File: config.mk
export PLATFORM = sky130hd
export DESIGN_NAME = lmx_front_flat
export DESIGN_NICKNAME = d
export VERILOG_FILES = /design/src/sv/lmx_pkg.sv /design/src/sv/lmx_if.sv /design/src/sv/lmx_front.sv /design/src/flat_wrapper.sv
export SDC_FILE = /design/constraint.sdc
export NUM_CORES = 1
export LEC_CHECK = 0
export BUFFER_PORTS_ARGS = -buffer_cell sky130_fd_sc_hd__clkbuf_2
export CAP_MARGIN = 20
export CORE_MARGIN = 1
export CORE_UTILIZATION = 30
export CTS_CLUSTER_DIAMETER = 150
export DETAILED_ROUTE_END_ITERATION = 12
export PLACE_DENSITY = 0.5
export RECOVER_POWER = 50
export SETUP_SLACK_MARGIN = 0.5
export SLEW_MARGIN = 15
export SYNTH_ARGS = -nofsm -noshare
export SYNTH_HDL_FRONTEND = slang
export SYNTH_SLANG_ARGS = --single-unit
File: constraint.sdc
create_clock -name i_clk -period 2.8 [get_ports i_clk]
set_clock_uncertainty 0.15 [all_clocks]
set_input_delay 0.28 -clock i_clk [delete_from_list [all_inputs] [get_ports i_clk]]
set_output_delay 0.28 -clock i_clk [all_outputs]
set_load 0.01 [all_outputs]
File: src/sv/lmx_pkg.sv
package lmx_pkg;

    // configuration reset values
    localparam logic [63:0] SEED_RESET   = 64'h3FD999999999999A;
    localparam logic [63:0] GAIN_RESET   = 64'h400F333333333333;
    localparam int          WARMUP_W     = 20;
    localparam logic [WARMUP_W-1:0] WARMUP_RESET = 20'd5000;

    // default depth of the queue between front and back
    localparam int QUEUE_DEPTH = 2;

    // double constants
    localparam logic [63:0] ONE_BITS    = 64'h3FF0000000000000;
    localparam logic [63:0] DEFAULT_NAN = 64'hFFF8000000000000;

    // working mantissa width of the float unit: carry, 53 bits, 56 round bits
    localparam int MW = 110;

    typedef enum logic {
        FOP_SUB = 1'b0,
        FOP_MUL = 1'b1
    } t_fop;

    // one queued byte, classified by the front
    typedef struct packed {
        logic [7:0] data_byte;
        logic       som;
        logic       step;
        logic       warm;
        logic [1:0] pos;
    } t_item;

    typedef struct packed {
        logic        start;
        t_fop        op;
        logic [63:0] a;
        logic [63:0] b;
    } t_fpu_req;

    typedef struct packed {
        logic        done;
        logic [63:0] res;
    } t_fpu_rsp;

endpackage

File: src/sv/lmx_if.sv
interface lmx_in_if;
    logic       valid;
    logic       ready;
    logic [7:0] data_byte;
    logic       start_of_message;

    modport source (output valid, output data_byte, output start_of_message, input ready);
    modport sink (input valid, input data_byte, input start_of_message, output ready);
endinterface


File: src/sv/lmx_front.sv
module lmx_front #(
    parameter int QDEPTH = lmx_pkg::QUEUE_DEPTH
) (
    input  logic           i_clk,
    input  logic           i_rst_n,
    lmx_in_if.sink         i_in,
    input  logic           i_pop,
    output logic           o_q_valid,
    output lmx_pkg::t_item o_item
);

    localparam int AW = (QDEPTH > 1) ? $clog2(QDEPTH) : 1;

    lmx_pkg::t_item r_mem [QDEPTH];
    logic [AW-1:0]  r_wptr, r_rptr;
    logic [AW:0]    r_count;
    logic [1:0]     r_pos;
    logic           r_warmed;

    logic           push;
    logic [1:0]     pos_eff;
    lmx_pkg::t_item item;

    assign i_in.ready = (r_count != (AW+1)'(QDEPTH));
    assign push       = i_in.valid & i_in.ready;

    // classify: byte position, map step, warmup
    always_comb begin
        pos_eff        = i_in.start_of_message ? 2'd0 : r_pos;
        item.data_byte = i_in.data_byte;
        item.som       = i_in.start_of_message;
        item.step      = (pos_eff == 2'd0);
        item.warm      = i_in.start_of_message | ~r_warmed;
        item.pos       = pos_eff;
    end

    always_ff @(posedge i_clk) begin
        if (push) begin
            r_mem[r_wptr] <= item;
        end
    end

    always_ff @(posedge i_clk) begin
        if (!i_rst_n) begin
            r_wptr   <= '0;
            r_rptr   <= '0;
            r_count  <= '0;
            r_pos    <= 2'd0;
            r_warmed <= 1'b0;
        end else begin
            if (push) begin
                r_wptr   <= (r_wptr == AW'(QDEPTH-1)) ? '0 : r_wptr + 1'b1;
                r_pos    <= pos_eff + 2'd1;
                r_warmed <= 1'b1;
            end
            if (i_pop) begin
                r_rptr <= (r_rptr == AW'(QDEPTH-1)) ? '0 : r_rptr + 1'b1;
            end
            case ({push, i_pop})
                2'b10:   r_count <= r_count + 1'b1;
                2'b01:   r_count <= r_count - 1'b1;
                default: r_count <= r_count;
            endcase
        end
    end

    assign o_q_valid = (r_count != '0);
    assign o_item    = r_mem[r_rptr];

    a_no_pop_empty: assert property (@(posedge i_clk) disable iff (!i_rst_n)
        i_pop |-> (r_count != '0))
        else $error("pop from empty queue");

endmodule

File: src/flat_wrapper.sv
// flat-port wrapper written by rule: the top's interface ports become plain ports
module lmx_front_flat 
#(
    parameter int QDEPTH = lmx_pkg::QUEUE_DEPTH
)
  (i_clk, i_rst_n, i_pop, o_q_valid, o_item, i_in_valid, i_in_data_byte, i_in_start_of_message, i_in_ready);
  lmx_in_if i_in_i ();
  input  logic i_clk;
  input  logic i_rst_n;
  input  logic i_pop;
  output logic o_q_valid;
  output lmx_pkg::t_item o_item;
  input wire logic [$bits(i_in_i.valid)-1:0] i_in_valid;
  input wire logic [$bits(i_in_i.data_byte)-1:0] i_in_data_byte;
  input wire logic [$bits(i_in_i.start_of_message)-1:0] i_in_start_of_message;
  output wire logic [$bits(i_in_i.ready)-1:0] i_in_ready;
  assign i_in_i.valid = i_in_valid;
  assign i_in_i.data_byte = i_in_data_byte;
  assign i_in_i.start_of_message = i_in_start_of_message;
  assign i_in_ready = i_in_i.ready;
  lmx_front #(.QDEPTH(QDEPTH)) u_core (.i_clk(i_clk), .i_rst_n(i_rst_n), .i_in(i_in_i), .i_pop(i_pop), .o_q_valid(o_q_valid), .o_item(o_item));
endmodule
# [Yosys cells after proc, flatten, opt, wreduce, memory -nomap -nowiden]
# Memories as Yosys holds them, arrays and structs flattened. A register that Yosys moved wholly into a read port is not among the register bits.
# Cells that the tools add are included.
[classes] add_sub_neg=5 eq_ne=3 mux=8 bitwise=3 reduce_logical=3
[op_table] op="1-bit 2-to-1 mux" n=6
[op_table] op="2-bit by 1-bit adder with 2-bit output (second input constant)" n=2
[op_table] op="2-bit one-hot mux with 2 select lines" n=1
[op_table] op="2-bit nonzero test" n=2
[op_table] op="1-bit adder (second input constant)" n=2
[op_table] op="2-bit by 1-bit equality test with 1-bit output (second input constant)" n=1
[op_table] op="2-bit equality test (second input constant)" n=1
[op_table] op="2-bit logical NOT" n=1
[op_table] op="2-bit 2-to-1 mux" n=1
[op_table] op="2-bit != test (second input constant)" n=1
[op_table] op="2-bit by 1-bit subtractor with 2-bit output (second input constant)" n=1
[op_table] op="1-bit bitwise AND" n=1
[op_table] op="1-bit NOT" n=1
[op_table] op="1-bit bitwise OR" n=1
[word_totals] reg_bits=7 ram_bits=26 in_bits=13 out_inout_bits=15 word_cells=28 n_memories=1
[mem_list] memory="u_core.r_mem" words=2 word_bits=13 read_ports=1 rd_ports_with_merged_regs=1 write_ports=1 line="lmx_front.sv:14" source="lmx_pkg::t_item r_mem [QDEPTH];"

# [Depth between registers and ports, before layout]
[logic_depth] word_depth=4 ltp_mapped=7 mapped_depth_nobuf=7

# [Worst setup path after synthesis]
# No wires, ideal clock.
[synth_path] path_type="reg-to-reg" from="reg u_core.r_count[0]" to="reg u_core.r_count[1]" setup_time_ns=0.070 arrival_ns=1.449 t_required_ns=2.580 path_slack_ns=1.131 path_stages_with_launch=7 path_buffers=0 synth_period_minus_slack_ns=1.669 path_cell_list="dfxtp_1 > nor2b_1 > inv_1 > nand2_1 > ha_1 > or3_1 > a21oi_1"
[synth_via] elab_chain_len=4 word_cells_on_any_way=8 classes_between="add/sub (2); eq/ne (3); mux (1); bitwise (1); reduce/logical (1)"
[synth_rtl] item="from (decl)" line="lmx_front.sv:16" source="logic [AW:0] r_count;"
[synth_rtl] item="from (signal assigned)" line="lmx_front.sv:60" source="2'b10: r_count <= r_count + 1'b1;"
[synth_rtl] item="from (signal assigned)" line="lmx_front.sv:61" source="2'b01: r_count <= r_count - 1'b1;"
[synth_rtl] item="from (signal assigned)" line="lmx_front.sv:62" source="default: r_count <= r_count;"
[synth_rtl] item="2-bit != test (*)" line="lmx_front.sv:24" source="assign i_in.ready = (r_count != (AW+1)'(QDEPTH));"
[synth_rtl] item="via i_in_ready" line="flat_wrapper.sv:16" source="output wire logic [$bits(i_in_i.ready)-1:0] i_in_ready;"
[synth_rtl] item="1-bit bitwise AND (*)" line="lmx_front.sv:25" source="assign push = i_in.valid & i_in.ready;"
[synth_rtl] item="2-bit by 1-bit equality test with 1-bit output / 2-bit equality test (equally long branches)" line="lmx_front.sv:59" source="case ({push, i_pop})"
[synth_rtl] item="2-bit one-hot mux with 2 select lines / 2-bit nonzero test (equally long branches)"
# Mark *: on every way through the listed nets, which the timed path passes. The rest lies on a longest branch.
# A chain may end at the register's enable or synchronous reset.

==> reports/qor.yml <==
status:
  status: "complete, no violations"
sta:
  rsz0062_at_grt: "false"
  worst_slew_pin_slew_ps: 637
  slew_headroom_pct: 57.5
  period_share_pct: 69.0
  finalSetupTns_ps: 0
  hold_viol: 0
  setup_viol_count_final: 0
  holdWs_ps: 33.2
  slew_viol_final: 0
  fmax_mhz: 518
  fin_crit_ps: 1930
  setup_slack_ps: 869
placement:
  place_ws_ps: 968
  place.gp.congestion: 0.685
  io_buffer_count: 27
  postPlaceCellArea_sq_um: 1480
  dp_hpwl_mm: 1.38
logic_synthesis:
  synth-xor-area-share_pct: 2.04
  synth_compound_area_share_pct: 3.79
  synthesis.nets: 97
  synth_top_family_by_area: "multiplexers"
  synth-simple-area-share_pct: 5.73
  syn_inst: 82
  seq_area_frac_synth_pct: 73.0
  synth.ff_latch_count: 34
  syn_area_sq_um: 1290
  synth_fa_ha_area_share_pct: 1.94
  ys_warn_count: 0
  yosysTopAreaCellShare_pct: 60.6
  synth_area_leaders: "edfxtp_1 61%, dfxtp_1 12%, mux2_2 11%"
  avgSynthCellArea_sq_um: 15.7
  synth.area.mux_share_pct: 11.4
  ys_types: 19
  yosysTopAreaCell: "edfxtp_1"
clocking:
  max-clock-path-buffers: 2
  clock-sinks: 34
  cts_tree: "done"
  post_cts_resized: 0
  cts-root-buf: "clkbuf_8"
  numCtsBuffers: 5
  clk_pin_slew_ps: 70
  postCtsSetupBuffers: 0
  htreeDepth: 2
  clkLatencyLatePin_ps: 280
  holdBufCountCts: 0
floorplan:
  core_sq_um: 4060
  die_y_um: 67.5
  die_x_um: 67.5
  row_count: 23
  initial_core_util_pct: 31.8
  ios: 28
  die_area_sq_um: 4560
min_path:
  min_path_type: "in2reg"
power:
  p_leak_uw: 0.000581
  cellPowerDensity_nw_per_um2: 720
  power_uw: 1120
  peakVddDrop_mv: 0.289
setup_path:
  required_ps: 2370
  start_kind: "register"
  crit_arrival_ps: 1500
  worstPathCellList: "mux2_2, clkbuf_2"
  critPathCaptureType: "primary output"
  max_stage_delay_ps: 680
  crit_path_max_fanout: 13
  worstSetupPathType: "reg2out"
  crit_slowest_cell: "dfxtp_1"
final_layout:
  drive_gt1_share_pct: 32.8
  seq_area_sq_um: 941
  mostFrequentLayoutCell: "edfxtp_1"
  final_area_sq_um: 1550
  multi_input_area_sq_um: 320
  layout_common_cells: "26 x edfxtp_1, 18 x clkbuf_2, 13 x mux2_2"
  fin_nets: 130
  nFillCells: 388
  diodes: 0
  syn2layout_area_growth_pct: 20.4
detailed_routing:
  routed_wl_mm: 2.03
  antenna_left: 0
  wire_per_inst_um: 12.2
  drt-initial-drc-count: 13
  avgViaCountPerCell: 4.37
  drc: 0
  dr.pass1.iters: 4
  vias: 725
flow_run:
  maxCapViolCount: 0
global_route:
  antenna_found_initial: 0
  track_usage_pct: 10.8
  grt_pass1_wl_mm: 3.33
  grt_max_degree: 14
  first_global_vias: 742
  grt-ovfl-total: 0
## synthesized netlist by cell type
master,count
ha_1,2
dfxtp_1,8
nor2b_1,2
mux2_2,13
o21ai_0,3
nor2_1,4
xnor2_1,2
buf_2,1
a311oi_1,1
inv_1,6
edfxtp_1,26
nand2b_1,2
a21oi_1,5
xor2_1,1
and3_1,1
nand3_1,1
nand2_1,1
or3_1,2
or2_2,1
## worst max-delay path: cells and delay by family (launching register included)
family   cells  cell delay, ps
flops        1             680
mux          1             410
buf+inv      1             130
## metrics by stage
step                      std cells  util, %
after detailed placement        158     36.5
final                           166     38.2
after global placement          158     36.5
after CTS                       166     38.5
after global routing            166     38.2
after floorplan                  82        -
## area by class of cell
class                   instances  share of cell area (%)
clock buffers                   6                    4.68
clock inverters                 2                   0.565
repair buffers                 27                    7.98
inverters                       6                    1.45
multi-input cells              41                    20.6
flip-flops and latches         34                    60.6
well taps                      50                    4.03
## per-layer routing
metal / GRT usage (%) / part of all wire (%)
met5: 0 / 0
met4: 8.78 / 2.6
met3: 4.56 / 8.9
met2: 17.0 / 45
met1: 11.3 / 44
## sequential cells by signal (all words and copies together), names as in the netlist, named ones only
register         count
u_core.r_mem        26
u_core.r_count       2
u_core.r_pos         2
u_core.r_rptr        1
u_core.r_warmed      1
u_core.r_wptr        1
## final timing paths
kind,from,to,slack (ps),cells after the start
max,register,o_item[3],870,2
min,i_in_data_byte[7],u_core.r_mem[1][12],30,1
max reg2reg,u_core.r_count[1],u_core.r_count[1],980,6
min reg2reg,u_core.r_warmed,u_core.r_warmed,340,2
## cell families after synthesis
group           after synthesis
mux                          13
flops                        34
fa+ha+maj                     2
xor+xnor                      3
simple gates                 14
compound gates                9
buf+inv                       7
## report_power, final
group / switching [uW] / leakage, uW / internal, uW
Sequential: 23.9 / 0.000307 / 599
Clock: 162 / 0.0000426 / 170
Combinational: 87.3 / 0.000231 / 74.6
Note: power is estimated with default switching activity, not from simulation.
